### src/sv/sfs_pkg.sv
// Shared types and constants of the sprite frame sequencer.
package sfs_pkg;

	localparam int unsigned PosW     = 9;
	localparam int unsigned LenW     = 10;
	localparam int unsigned AccW     = 17;
	localparam int unsigned PixW     = 14;
	localparam int unsigned LIST_DEPTH_DEF = 64;
	localparam int unsigned MAX_FRAMES_DEF = 256;
	localparam logic [AccW-1:0] AccMax = 17'h1FFFF;

	typedef enum logic [2:0] {
		OP_TICK   = 3'd0,
		OP_BEGIN  = 3'd1,
		OP_HALT   = 3'd2,
		OP_PAUSE  = 3'd3,
		OP_RESUME = 3'd4,
		OP_LOAD   = 3'd5
	} op_t;

	typedef enum logic [2:0] {
		REG_FRAME_WIDTH   = 3'd0,
		REG_FRAME_HEIGHT  = 3'd1,
		REG_FRAMES_ACROSS = 3'd2,
		REG_FRAMES_DOWN   = 3'd3,
		REG_FRAME_PERIOD  = 3'd4,
		REG_PLAY_MODE     = 3'd5,
		REG_RANGE_START   = 3'd6,
		REG_RANGE_STOP    = 3'd7
	} reg_idx_t;

	typedef enum logic [1:0] {
		SRC_SHEET = 2'd0,
		SRC_RANGE = 2'd1,
		SRC_LIST  = 2'd2,
		SRC_ALT   = 2'd3
	} src_t;

	typedef enum logic [8:0] {
		ST_IDLE = 9'b000000001,
		ST_EXEC = 9'b000000010,
		ST_TCHK = 9'b000000100,
		ST_LOOK = 9'b000001000,
		ST_FN   = 9'b000010000,
		ST_DIV  = 9'b000100000,
		ST_MULX = 9'b001000000,
		ST_MULY = 9'b010000000,
		ST_PUT  = 9'b100000000
	} state_t;

	function automatic logic [4:0] clamp16(input logic [4:0] v);
		logic [4:0] r;
		r = v;
		if (v == 5'd0) begin
			r = 5'd1;
		end else if (v > 5'd16) begin
			r = 5'd16;
		end
		return r;
	endfunction

endpackage

### src/sv/sprite_frame_sequencer.sv
// Sprite sheet frame sequencer: playback control, list memory and position unit.
//
// Usage: configuration registers are written through cfg_we, cfg_index and
// cfg_data while the block is idle. Commands arrive as beats on the input
// channel (in_valid/in_ready) and every command beat yields exactly one
// result beat on the output channel (out_valid/out_ready) carrying the frame
// shown, its sheet position, the playing flag and the done pulse.
// A command runs from acceptance to a valid result through EXEC, then TCHK for a tick
// while playing, which adds the period check, then LOOK and FN, eight steps
// of the shared restoring divider that splits the frame number into column and
// row, and two passes through the one shared multiplier for the x and y
// positions, and last PUT. The block takes one command at a time, so it accepts
// no new command until the last one has written its result to the output register.
// A register write holds off the input channel in the cycle after it while the
// sequence length is rechecked.
// If the receiver stalls, the finished result waits in the output register;
// the next command may be accepted and runs, and its result is held back
// until the output register is free. Reset clears the registers to their
// defaults, stops playback and empties the output. The frame list memory has
// no reset; entries are defined once loaded.
module sprite_frame_sequencer #(
	parameter int unsigned LIST_DEPTH = sfs_pkg::LIST_DEPTH_DEF,
	parameter int unsigned MAX_FRAMES = sfs_pkg::MAX_FRAMES_DEF
) (
	input  logic        clk,
	input  logic        arst_n,
	input  logic        cfg_we,
	input  logic [2:0]  cfg_index,
	input  logic [15:0] cfg_data,
	input  logic        in_valid,
	output logic        in_ready,
	input  logic [2:0]  op,
	input  logic [15:0] elapsed,
	input  logic [5:0]  entry_index,
	input  logic [7:0]  entry_frame,
	input  logic        entry_last,
	output logic        out_valid,
	input  logic        out_ready,
	output logic [7:0]  frame_number,
	output logic [13:0] pos_x,
	output logic [13:0] pos_y,
	output logic        playing,
	output logic        done_res
);

	localparam int unsigned AW = (LIST_DEPTH > 1) ? $clog2(LIST_DEPTH) : 1;
	localparam int unsigned LW = $clog2(LIST_DEPTH + 1);
	localparam int unsigned IW = (AW > 6) ? AW : 6;
	localparam int unsigned PW = sfs_pkg::PosW;
	localparam int unsigned NW = sfs_pkg::LenW;
	localparam int unsigned CW = sfs_pkg::AccW;

	logic [10:0] width_q, height_q;
	logic [4:0]  across_q, down_q;
	logic [15:0] period_q;
	logic [3:0]  mode_q;
	logic [7:0]  start_q, stop_q;

	sfs_pkg::state_t state_q;
	logic            chk_q;
	logic [CW-1:0]   acc_q;
	logic [PW-1:0]   pos_q;
	logic            run_q;
	logic [LW-1:0]   list_len_q;
	logic            done_q;
	logic            lst_q;
	logic [2:0]      cnt_q;
	logic [7:0]      fn_q;
	logic [7:0]      quo_q;
	logic [4:0]      rem_q;
	logic [13:0]     px_q, py_q;

	logic [2:0]  op_q;
	logic [15:0] elapsed_q;
	logic [5:0]  eidx_q;
	logic [7:0]  efrm_q;
	logic        elast_q;

	logic [7:0]  mem [LIST_DEPTH];
	logic [7:0]  rd_q;

	logic            out_valid_q;
	logic [7:0]      fn_out_q;
	logic [13:0]     px_out_q, py_out_q;
	logic            play_out_q, done_out_q;

	logic [4:0]    across_c, down_c;
	logic [8:0]    total_c, nsheet_c;
	logic [NW-1:0] len_c;
	logic [NW-1:0] k_c;
	logic [7:0]    seq_c;
	logic [1:0]    src_c;
	logic [7:0]    dd_c, da_c;
	logic [IW-1:0] idx_w;
	logic [AW-1:0] waddr_c, raddr_c;
	logic          mem_we_c;
	logic          idx_ok_c, k_ok_c;
	logic [17:0]   sum_c;
	logic [15:0]   per_c;
	logic [NW-1:0] pinc_c;
	logic [5:0]    trial_c;
	logic          qbit_c;
	logic [7:0]    mul_a_c;
	logic [10:0]   mul_b_c;
	logic [18:0]   prod_c;
	logic          on_sheet_c;

	always_comb begin
		across_c = sfs_pkg::clamp16(across_q);
		down_c   = sfs_pkg::clamp16(down_q);
		total_c  = 9'(across_c * down_c);
		nsheet_c = (32'(total_c) > MAX_FRAMES) ? 9'(MAX_FRAMES) : total_c;
		src_c    = mode_q[1:0];
		dd_c     = start_q - stop_q;
		da_c     = stop_q - start_q;
		unique case (src_c)
			sfs_pkg::SRC_RANGE: begin
				if (start_q == stop_q) begin
					len_c = '0;
				end else if (start_q > stop_q) begin
					len_c = mode_q[3] ? {1'b0, dd_c, 1'b0} : NW'(dd_c) + NW'(1);
				end else begin
					len_c = mode_q[3] ? {1'b0, da_c, 1'b0} - NW'(1) : NW'(da_c);
				end
			end
			sfs_pkg::SRC_LIST: len_c = NW'(list_len_q);
			default: len_c = mode_q[3] ? {nsheet_c, 1'b0} - NW'(1) : NW'(nsheet_c);
		endcase
	end

	always_comb begin
		k_c = (NW'(pos_q) < len_c) ? NW'(pos_q) : len_c - NW'(1);
		unique case (src_c)
			sfs_pkg::SRC_RANGE: begin
				if (start_q > stop_q) begin
					seq_c = (k_c <= NW'(dd_c)) ? 8'(NW'(start_q) - k_c)
						: 8'(NW'(stop_q) + (k_c - NW'(dd_c)));
				end else begin
					seq_c = (k_c < NW'(da_c)) ? 8'(NW'(start_q) + k_c)
						: 8'(NW'(stop_q) - NW'(1) - (k_c - NW'(da_c)));
				end
			end
			sfs_pkg::SRC_LIST: seq_c = 8'd0;
			default: seq_c = (k_c < NW'(nsheet_c)) ? 8'(k_c)
				: 8'({nsheet_c, 1'b0} - NW'(1) - k_c);
		endcase
		k_ok_c  = 32'(k_c) < LIST_DEPTH;
		raddr_c = k_c[AW-1:0];
	end

	always_comb begin
		idx_w    = IW'(eidx_q);
		waddr_c  = idx_w[AW-1:0];
		idx_ok_c = 32'(eidx_q) < LIST_DEPTH;
		mem_we_c = (state_q == sfs_pkg::ST_EXEC) && (op_q == sfs_pkg::OP_LOAD) && idx_ok_c;
		sum_c    = 18'(acc_q) + 18'(elapsed_q);
		per_c    = (period_q == 16'd0) ? 16'd1 : period_q;
		pinc_c   = NW'(pos_q) + NW'(1);
		trial_c  = {rem_q, quo_q[7]};
		qbit_c   = trial_c >= 6'(across_c);
		mul_a_c  = (state_q == sfs_pkg::ST_MULX) ? 8'(rem_q) : quo_q;
		mul_b_c  = (state_q == sfs_pkg::ST_MULX) ? width_q : height_q;
		prod_c   = 19'(mul_a_c) * 19'(mul_b_c);
		on_sheet_c = 9'(fn_q) < total_c;
	end

	always_ff @(posedge clk) begin
		if (mem_we_c) begin
			mem[waddr_c] <= efrm_q;
		end
		if (state_q == sfs_pkg::ST_LOOK) begin
			rd_q <= mem[raddr_c];
		end
	end

	always_ff @(posedge clk) begin
		if (in_valid && in_ready) begin
			op_q      <= op;
			elapsed_q <= elapsed;
			eidx_q    <= entry_index;
			efrm_q    <= entry_frame;
			elast_q   <= entry_last;
		end
	end

	always_ff @(posedge clk or negedge arst_n) begin
		if (!arst_n) begin
			width_q  <= 11'd1;
			height_q <= 11'd1;
			across_q <= 5'd1;
			down_q   <= 5'd1;
			period_q <= 16'd1;
			mode_q   <= 4'd0;
			start_q  <= 8'd0;
			stop_q   <= 8'd0;
			chk_q    <= 1'b0;
		end else begin
			chk_q <= cfg_we;
			if (cfg_we) begin
				unique case (sfs_pkg::reg_idx_t'(cfg_index))
					sfs_pkg::REG_FRAME_WIDTH:   width_q  <= cfg_data[10:0];
					sfs_pkg::REG_FRAME_HEIGHT:  height_q <= cfg_data[10:0];
					sfs_pkg::REG_FRAMES_ACROSS: across_q <= cfg_data[4:0];
					sfs_pkg::REG_FRAMES_DOWN:   down_q   <= cfg_data[4:0];
					sfs_pkg::REG_FRAME_PERIOD:  period_q <= cfg_data;
					sfs_pkg::REG_PLAY_MODE:     mode_q   <= cfg_data[3:0];
					sfs_pkg::REG_RANGE_START:   start_q  <= cfg_data[7:0];
					sfs_pkg::REG_RANGE_STOP:    stop_q   <= cfg_data[7:0];
					default: ;
				endcase
			end
		end
	end

	assign in_ready = (state_q == sfs_pkg::ST_IDLE) && !chk_q;

	always_ff @(posedge clk or negedge arst_n) begin
		if (!arst_n) begin
			state_q     <= sfs_pkg::ST_IDLE;
			acc_q       <= '0;
			pos_q       <= '0;
			run_q       <= 1'b0;
			list_len_q  <= '0;
			done_q      <= 1'b0;
			lst_q       <= 1'b0;
			cnt_q       <= '0;
			out_valid_q <= 1'b0;
		end else begin
			if (out_valid_q && out_ready) begin
				out_valid_q <= 1'b0;
			end
			unique case (state_q)
				sfs_pkg::ST_IDLE: begin
					if (chk_q && (len_c == '0)) begin
						run_q <= 1'b0;
						pos_q <= '0;
					end
					if (in_valid && in_ready) begin
						state_q <= sfs_pkg::ST_EXEC;
					end
				end
				sfs_pkg::ST_EXEC: begin
					done_q  <= 1'b0;
					state_q <= sfs_pkg::ST_LOOK;
					unique case (op_q)
						sfs_pkg::OP_TICK: begin
							if (run_q) begin
								if (len_c == '0) begin
									run_q <= 1'b0;
									pos_q <= '0;
								end else begin
									acc_q <= (sum_c > 18'(sfs_pkg::AccMax)) ? sfs_pkg::AccMax
										: sum_c[CW-1:0];
									state_q <= sfs_pkg::ST_TCHK;
								end
							end
						end
						sfs_pkg::OP_BEGIN: begin
							if (len_c != '0) begin
								run_q <= 1'b1;
								pos_q <= '0;
							end
						end
						sfs_pkg::OP_HALT: begin
							run_q <= 1'b0;
							pos_q <= '0;
						end
						sfs_pkg::OP_PAUSE: run_q <= 1'b0;
						sfs_pkg::OP_RESUME: begin
							if (len_c != '0) begin
								run_q <= 1'b1;
							end
						end
						sfs_pkg::OP_LOAD: begin
							if (idx_ok_c && elast_q) begin
								list_len_q <= LW'(eidx_q) + LW'(1);
							end
						end
						default: ;
					endcase
				end
				sfs_pkg::ST_TCHK: begin
					if (acc_q >= CW'(per_c)) begin
						acc_q <= acc_q - CW'(per_c);
						if (pinc_c >= len_c) begin
							if (mode_q[2]) begin
								pos_q <= '0;
							end else begin
								pos_q  <= PW'(len_c - NW'(1));
								run_q  <= 1'b0;
								done_q <= 1'b1;
							end
						end else begin
							pos_q <= PW'(pinc_c);
						end
					end
					state_q <= sfs_pkg::ST_LOOK;
				end
				sfs_pkg::ST_LOOK: begin
					fn_q    <= (len_c == '0) ? 8'd0 : seq_c;
					lst_q   <= (len_c != '0) && (src_c == sfs_pkg::SRC_LIST) && k_ok_c;
					state_q <= sfs_pkg::ST_FN;
				end
				sfs_pkg::ST_FN: begin
					if (lst_q) begin
						fn_q  <= rd_q;
						quo_q <= rd_q;
					end else begin
						quo_q <= fn_q;
					end
					rem_q   <= '0;
					cnt_q   <= '0;
					state_q <= sfs_pkg::ST_DIV;
				end
				sfs_pkg::ST_DIV: begin
					rem_q <= qbit_c ? 5'(trial_c - 6'(across_c)) : trial_c[4:0];
					quo_q <= {quo_q[6:0], qbit_c};
					cnt_q <= cnt_q + 3'd1;
					if (cnt_q == 3'd7) begin
						state_q <= sfs_pkg::ST_MULX;
					end
				end
				sfs_pkg::ST_MULX: begin
					px_q    <= on_sheet_c ? prod_c[13:0] : 14'd0;
					state_q <= sfs_pkg::ST_MULY;
				end
				sfs_pkg::ST_MULY: begin
					py_q    <= on_sheet_c ? prod_c[13:0] : 14'd0;
					state_q <= sfs_pkg::ST_PUT;
				end
				sfs_pkg::ST_PUT: begin
					if (!out_valid_q || out_ready) begin
						out_valid_q <= 1'b1;
						state_q     <= sfs_pkg::ST_IDLE;
					end
				end
				default: state_q <= sfs_pkg::ST_IDLE;
			endcase
		end
	end

	always_ff @(posedge clk) begin
		if ((state_q == sfs_pkg::ST_PUT) && (!out_valid_q || out_ready)) begin
			fn_out_q   <= fn_q;
			px_out_q   <= px_q;
			py_out_q   <= py_q;
			play_out_q <= run_q;
			done_out_q <= done_q;
		end
	end

	assign out_valid    = out_valid_q;
	assign frame_number = fn_out_q;
	assign pos_x        = px_out_q;
	assign pos_y        = py_out_q;
	assign playing      = play_out_q;
	assign done_res     = done_out_q;

	a_done_stops: assert property (@(posedge clk) disable iff (!arst_n)
		out_valid && done_res |-> !playing)
		else $error("done pulse delivered while playback still running");

	a_cfg_hold: assert property (@(posedge clk) disable iff (!arst_n)
		chk_q |-> !in_ready)
		else $error("command taken before the length recheck after a register write");

	a_accept_exec: assert property (@(posedge clk) disable iff (!arst_n)
		in_valid && in_ready |=> state_q == sfs_pkg::ST_EXEC)
		else $error("accepted command did not start execution");

	a_rem_bound: assert property (@(posedge clk) disable iff (!arst_n)
		state_q == sfs_pkg::ST_MULX |-> 6'(rem_q) < 6'(across_c))
		else $error("divider remainder not below frames across");

	a_put_hold: assert property (@(posedge clk) disable iff (!arst_n)
		state_q == sfs_pkg::ST_PUT && out_valid_q && !out_ready |=> state_q == sfs_pkg::ST_PUT)
		else $error("result left the sequencer while the output register was full");

endmodule

### config.mk
export PLATFORM = sky130hd
export DESIGN_NAME = sprite_frame_sequencer
export DESIGN_NICKNAME = d
export VERILOG_FILES = /design/src/sv/sfs_pkg.sv /design/src/sv/sprite_frame_sequencer.sv
export SDC_FILE = /design/constraint.sdc
export NUM_CORES = 2
export LEC_CHECK = 0
export ABC_AREA = 1
export BUFFER_PORTS_ARGS = -buffer_cell sky130_fd_sc_hd__buf_2
export CAP_MARGIN = 20
export CORE_MARGIN = 10
export CORE_UTILIZATION = 35
export CTS_BUF_LIST = sky130_fd_sc_hd__clkbuf_8
export DETAILED_ROUTE_END_ITERATION = 8
export PLACE_DENSITY = 0.57
export SKIP_LAST_GASP = 1
export SLEW_MARGIN = 20
export SYNTH_ARGS = -nofsm -noshare
export SYNTH_HDL_FRONTEND = slang
export SYNTH_SLANG_ARGS = --single-unit
export TNS_END_PERCENT = 30
### constraint.sdc
create_clock -name clk -period 21.5 [get_ports clk]
set_input_delay 3.225 -clock clk [delete_from_list [all_inputs] [get_ports clk]]
set_output_delay 3.225 -clock clk [all_outputs]
set_load 0.005 [all_outputs]
=== Yosys cells after proc, flatten, opt, wreduce, memory -nomap -nowiden ===
Memories as Yosys holds them, arrays and structs flattened. A register that Yosys moved wholly into a read port is not among the register bits.
Index checks and enable logic that the tools add are counted.

* Flip-flop bits (word level): 239
* Memory bits (writable): 512
* Output and inout bits: 40
* Memories kept: 1

* Add/subtract/negate cells: 20
* Multiply operators: 2
* Magnitude comparators: 14
* Eq/ne operators: 41
* Muxes and demuxes: 68
* Reduce and logical (&&, ||, !) cells: 42

{| class="wikitable"
|+ Memories
! name !! depth !! width !! read ports !! clocked after memory_dff !! wr ports !! RTL line !! RTL
|-
| mem || 64 || 8 || 1 || 1 || 1 || sprite_frame_sequencer.sv:79 || <nowiki>logic [7:0] mem [LIST_DEPTH];</nowiki>
|}

{| class="wikitable"
|+ Operators with widths
! operator !! count
|-
| 9-bit 2-to-1 mux || 12
|-
| 17-bit 2-to-1 mux || 5
|-
| 9-bit one-hot mux with 9 select lines || 1
|-
| 8-bit 2-to-1 mux || 7
|-
| 8-bit subtractor || 7
|-
| 9-bit one-hot mux with 3 select lines || 2
|-
| 10-bit 2-to-1 mux || 5
|-
| 8-bit one-hot mux with 2 select lines || 3
|-
| 17-bit one-hot mux with 2 select lines || 1
|-
| 5-bit 2-to-1 mux || 5
|-
| 2-bit AND reduction || 12
|-
| 3-bit equality test (second input constant) || 7
|-
| 10-bit one-hot mux with 2 select lines || 1
|-
| 10-bit by 1-bit subtractor with 10-bit output (second input constant) || 2
|-
| 17-bit by 16-bit adder with 18-bit output || 1
|-
| 18-bit by 17-bit > comparator with 1-bit output (second input constant) || 1
|-
| 17-bit by 16-bit greater-or-equal comparator with 1-bit output || 1
|-
| 17-bit by 16-bit subtractor with 17-bit output || 1
|-
| 8-bit adder || 2
|-
| 16-bit logical NOT || 1
|-
| 16-bit 2-to-1 mux || 1
|-
| 1-bit 2-to-1 mux || 15
|-
| 8-bit by 11-bit multiplier with 14-bit output || 1
|-
| 14-bit 2-to-1 mux || 1
|-
| 59 further kinds || 92
|}

=== Longest topological paths before layout ===
* Depth in word-level cells: 18
* Gate-level depth with buffers: 64

=== Worst setup path after synthesis ===
No wires, ideal clock.

* Path kind: register to register
* From: reg across_q[0]
* To: reg fn_q[7] (data pin)
* Setup time: 253 ps
* Data arrival time: 8,378 ps
* Path slack: 12,869 ps
* Cell stages (with the launch flop): 58
* Buffers on the path: 4
* Path through: dfstp_2 inv_1 a21oi_2 nand2_1 fa_1 fa_1 fa_1 inv_1 ha_1 buf_2 a21oi_1 nand3b_1 nand2_1 nand2_1 nor2_1 nand3_1 nand2_2 buf_6 [22 not listed] buf_2 fa_1 inv_1 fa_1 o21ai_0 nand2_1 nand2_1 a21oi_1 xnor2_1 xor2_1 nand3b_1 nand3_1 nand2_1 nand2_1 nand3_1 nand2_1 nand3_1 nand2_1

* Cells in the longest elaborated chain, start to end: 18
* Elaborated cells on any way between the ends: 31
* Classes of those cells: add/sub (9); mul (1); order compare (6); mux (13); reduce/logical (2)

{| class="wikitable"
|+ Ends and longest elaborated chain
! item !! RTL line !! RTL
|-
| start: declaration || sprite_frame_sequencer.sv:54 || <nowiki>logic [4:0] across_q, down_q;</nowiki>
|-
| start signal: assignment || sprite_frame_sequencer.sv:203 || <nowiki>sfs_pkg::REG_FRAMES_ACROSS: across_q <= cfg_data[4:0];</nowiki>
|-
| 5-bit > comparator || sfs_pkg.sv:56 || <nowiki>end else if (v > 5'd16) begin</nowiki>
|-
| 5-bit 2-to-1 mux || sfs_pkg.sv:56 ||
|-
| 5-bit 2-to-1 mux * || sfs_pkg.sv:54 || <nowiki>if (v == 5'd0) begin</nowiki>
|-
| 5-bit by 5-bit multiplier with 9-bit output * || sprite_frame_sequencer.sv:111 || <nowiki>total_c = 9'(across_c * down_c);</nowiki>
|-
| 9-bit > comparator || sprite_frame_sequencer.sv:112 || <nowiki>nsheet_c = (32'(total_c) > MAX_FRAMES) ? 9'(MAX_FRAMES) : total_c;</nowiki>
|-
| 9-bit 2-to-1 mux * || sprite_frame_sequencer.sv:112 ||
|-
| 10-bit by 1-bit subtractor with 10-bit output || sprite_frame_sequencer.sv:145 || <nowiki>: 8'({nsheet_c, 1'b0} - NW'(1) - k_c);</nowiki>
|-
| 10-bit 2-to-1 mux || sprite_frame_sequencer.sv:127 || <nowiki>default: len_c = mode_q[3] ? {nsheet_c, 1'b0} - NW'(1) : NW'(nsheet_c);</nowiki>
|-
| [2 not listed] || n/a ||
|-
| 10-bit 2-to-1 mux || sprite_frame_sequencer.sv:132 || <nowiki>k_c = (NW'(pos_q) < len_c) ? NW'(pos_q) : len_c - NW'(1);</nowiki>
|-
| 8-bit subtractor (on tied branches) || sprite_frame_sequencer.sv:140, sprite_frame_sequencer.sv:137 ||
|-
| 8-bit subtractor / 8-bit adder (equally long branches) || sprite_frame_sequencer.sv:140, sprite_frame_sequencer.sv:137 ||
|-
| 8-bit 2-to-1 mux (on tied branches) || sprite_frame_sequencer.sv:139, sprite_frame_sequencer.sv:136 ||
|-
| 8-bit 2-to-1 mux || sprite_frame_sequencer.sv:135 || <nowiki>if (start_q > stop_q) begin</nowiki>
|-
| 8-bit one-hot mux with 2 select lines || sprite_frame_sequencer.sv:133 || <nowiki>unique case (src_c)</nowiki>
|-
| 8-bit 2-to-1 mux * || sprite_frame_sequencer.sv:300 || <nowiki>fn_q <= (len_c == '0) ? 8'd0 : seq_c;</nowiki>
|-
| 8-bit one-hot mux with 2 select lines * || sprite_frame_sequencer.sv:232 || <nowiki>unique case (state_q)</nowiki>
|-
| end signal: assignment || sprite_frame_sequencer.sv:300 ||
|-
| end signal: assignment || sprite_frame_sequencer.sv:306 || <nowiki>fn_q <= rd_q;</nowiki>
|-
| end: declaration || sprite_frame_sequencer.sv:68 || <nowiki>logic [7:0] fn_q;</nowiki>
|}

Mark *: on every way between the ends. The rest lies on a longest branch, timed or not.
A chain may end at the register's enable or synchronous reset.

=== Worst setup path in the final report ===
* From: reg across_q[2]
* To: reg fn_q[7] (data pin)

Same word-level chain as after synthesis.

==> key figures <==
Floorplan
  – Starting Density: 35.27%
  – Ports: 98
  – Die X: 362.4 um
  – Full die area: 131300 um2
  – Core Box Area: 116400 um2
  – Die height: 362.4 um
  – Row cnt: 125

STA
  – Fmax: 96.60 MHz
  – Layout Skew: 0.05542 ns
  – Setup TNS: 0 ns
  – Rel. slew slack: 26.44%
  – Slew of the pin with the lowest slew margin: 1.100 ns
  – RSZ-0062 raised after global routing: false
  – Tmin final: 10.35 ns
  – Endpoints failing hold: 0
  – Final Setup Violations: 0
  – Period utilization: 48.15%
  – Final slew viol count: 0

Clock tree
  – CTS tree: yes
  – Hold-fix buffers, CTS: 0
  – Num CTS Buffers: 136
  – H-tree levels: 4
  – Clock Latency Late Sink: 0.82 ns
  – CTS root buffer: clkbuf_8
  – Clock sink count: 759
  – Clock tree buffer depth: 3
  – Post-CTS Setup Bufs: 0
  – Clock transition at path regs: 0.07 ns
  – Post_cts resized: 0

Cells and area
  – Final net count: 4559
  – Design area: 45480 um2
  – Multi-input logic area: 15650 um2
  – Layout cell share with drive strength beyond 1: 8.667%
  – Fillers: 11620
  – FF/Latch Area: 22210 um2
  – Area grow syn2layout: 10.83%

Synth
  – Cell count after synthesis: 4125
  – Async set-reset flop share out of synthesis: 15.55%
  – Yosys cell types: 66
  – Sequential fraction of the synthesis area: 54.12%
  – Syn_nets: 4442
  – Syn Area/Cell: 9.949 um2
  – Netlist Area Pre-Place: 41040 um2
  – Ys Warns: 0
  – Synth Flop Type: edfxtp_1
  – EDFF count, synth: 641
  – Flops & latches, synth: 759

Flow run
  – Max-cap violations: 0

Power and ir drop
  – Internal: 3123 uW
  – Pleak: 0.01934 uW
  – Sw Share: 40.85%
  – Switching pwr: 2157 uW
  – Worst vdd ir: 0.06561 mV
  – Combinational Power Share: 41.9%
  – Clock power frac: 24.8%
  – Pwr dens: 116.1 nW/um2
  – Flop pwr share: 33.3%

Drt
  – Post-route ant nets: 0
  – Drc violations: 0
  – DR iter-0 viols: 2292
  – WL/cell: 19.19 um
  – Total Wirelength: 112.8 mm
  – Vias: 29720
  – DR pass1 iterations: 5
  – Vias per inst: 5.058

Placed design
  – Placed inst area: 42810 um2
  – Number of I/O port buffers: 97
  – Routability cong.: 0.9259
  – DPL Wire Length: 76.62 mm

Global route
  – Initial antenna violation count: 6
  – Congestion Overflow GR: 0
  – Vias in the first global route: 29280
  – Largest net degree at the start of global routing: 219
  – Global-route wire length before repair: 173.5 mm
  – Total GRT Usage: 16.96%

Min path
  – Worst Hold Class: register to register
  – Min-delay src: px_q[6]$_DFFE_PP_

Worst setup path
  – Worst-path fanout max: 38
  – Slowest stage cell, crit path: fa_1
  – Worst EP arrival: 10.91 ns
  – Bufs and invs on worst path: 5
  – Data required, critical path: 22.06 ns
  – CP Launch Point: across_q[2]$_DFFE_PN0P_
  – RR Startpoint: across_q[2]$_DFFE_PN0P_
  – Max incr delay on CP: 0.60 ns
  – Worst Setup Start Kind: register
  – Endpoint type of the worst setup path: register
  – Top cell by count, worst path: nand2_1
  – Top Family by Delay on Critical Path: adder cells
  – CP Class: register to register

Run status
  – Status: completed
synthesized netlist by cell type, types with 11 or more instances:
| cell | instances | area (um2) |
|---|---|---|
| nand2_1 | 814 | 3055 |
| edfxtp_1 | 641 | 19250 |
| inv_1 | 598 | 2245 |
| nand3_1 | 389 | 1947 |
| nor2_1 | 285 | 1070 |
| o211ai_1 | 251 | 1884 |
| ha_1 | 184 | 2302 |
| o21ai_0 | 148 | 740.7 |
| a21oi_1 | 140 | 700.7 |
| dfrtp_1 | 112 | 2803 |
| fa_1 | 75 | 1501 |
| buf_2 | 61 | 305.3 |
| xor2_1 | 47 | 411.6 |
| clkbuf_1 | 36 | 135.1 |
| xnor2_1 | 36 | 315.3 |
| nor3_1 | 28 | 140.1 |
| nand4_1 | 26 | 162.7 |
| buf_4 | 25 | 187.7 |
| buf_6 | 24 | 270.3 |
| o21ai_1 | 18 | 90.09 |
| nand2_2 | 14 | 87.58 |
| inv_2 | 13 | 48.80 |
| o31ai_1 | 12 | 90.09 |
| o21bai_1 | 11 | 82.58 |
registers in the layout, summed over array words and instances (netlist names), 11 cells and up:
| name | count |
|---|---|
| elapsed_q | 16 |
| period_q | 16 |
| width_q | 11 |
| acc_q | 17 |
| px_q | 14 |
| pos_y | 14 |
| height_q | 11 |
| py_q | 14 |
| pos_x | 14 |
| mem | 512 |
power by group through the flow:
stage | clock (uW) | combinational, uW | sequential [uW]
floorplan | 0 | 1650 | 1770
global placement | 0 | 2170 | 1790
detailed placement | 0 | 2190 | 1790
CTS | 1340 | 2200 | 1760
global route | 1410 | 2490 | 1770
finish | 1310 | 2210 | 1760
stage by stage:
step | instances | utilization (%) | power, uW | setup WS, ns | hold WS (ns)
after floorplan | 4125 | - | 3424 | 12.87 | 0.4003
after global placement | 5627 | 36.79 | 3961 | 11.33 | 0.4022
after detailed placement | 5627 | 36.79 | 3973 | 11.25 | 0.4045
after CTS | 5873 | 39.05 | 5303 | 11.23 | 0.4120
after global routing | 5876 | 39.09 | 5671 | 10.28 | 0.4221
final | 5876 | 39.09 | 5280 | 11.15 | 0.4060
area by class of cell:
type / count / share of cell area (%)
Clock buffer: 140 / 4.237
Tap cell: 1524 / 4.193
Sequential cell: 759 / 48.83
Clock inverter: 106 / 1.546
Inverter: 616 / 5.084
Multi-Input combinational cell: 2600 / 34.42
Timing Repair Buffer: 129 / 1.681
Antenna cell: 2 / 0.01100
final timing paths:
path / endpoint / slack [ns] / cells past startpoint
worst max-delay path: fn_q[7]$_DFFE_PP_ / 11.15 / 55
worst min-delay path: pos_x[6]$_DFFE_PP_ / 0.41 / 0
worst max register to register: fn_q[7]$_DFFE_PP_ / 11.15 / 55
worst min register to register: pos_x[6]$_DFFE_PP_ / 0.41 / 0
max in group asynchronous: stop_q[7]$_DFFE_PN0P_ / 17.79 / 2
min in group asynchronous: width_q[10]$_DFFE_PN0P_ / 2.42 / 1
cells in the final DEF (no fill, tap or decap), types with 6 or more instances in the layout:
cell type and instances:
inv_2 14, dfstp_2 6, xnor2_1 36, o31ai_1 12, nand3b_1 7, nor3_1 26, o21a_1 8, clkinv_1 25
nor2_2 10, nand2_1 814, inv_1 654, mux2_2 9, or2_1 10, o21ai_1 18, clkbuf_8 140, o211ai_1 251
nand3_1 389, o21bai_1 11, nor4_1 6, nand4_1 26, fa_1 75, buf_2 96, ha_1 184, o21ai_0 147
edfxtp_1 641, nand2_2 14, xor2_1 47, nor2_1 282, a21oi_1 140, buf_4 30, clkinv_2 6, dfrtp_1 112
metal layers:
layer  global-route usage [%]  share of wire (%)  vias up
met3                    3.077                5.9      234
met4                    6.614                3.6        4
met1                    22.24                 44    14290
met2                    27.68                 47      860
met5                        0              0.026        -
li1                         -                  -    14330
logic make-up (layout without fill, tap and decap cells):
group           after synthesis  after routing  synth area share, %
xor+xnor                     83             83                1.771
other cells                   0              2                    0
mux                          12             12               0.3201
simple gates               1606           1606                16.67
flops                       759            759                54.12
buf+inv                     766            991                7.915
fa+ha+maj                   259            259                9.269
compound gates              640            640                9.939
(Power assumes the default switching activity.)
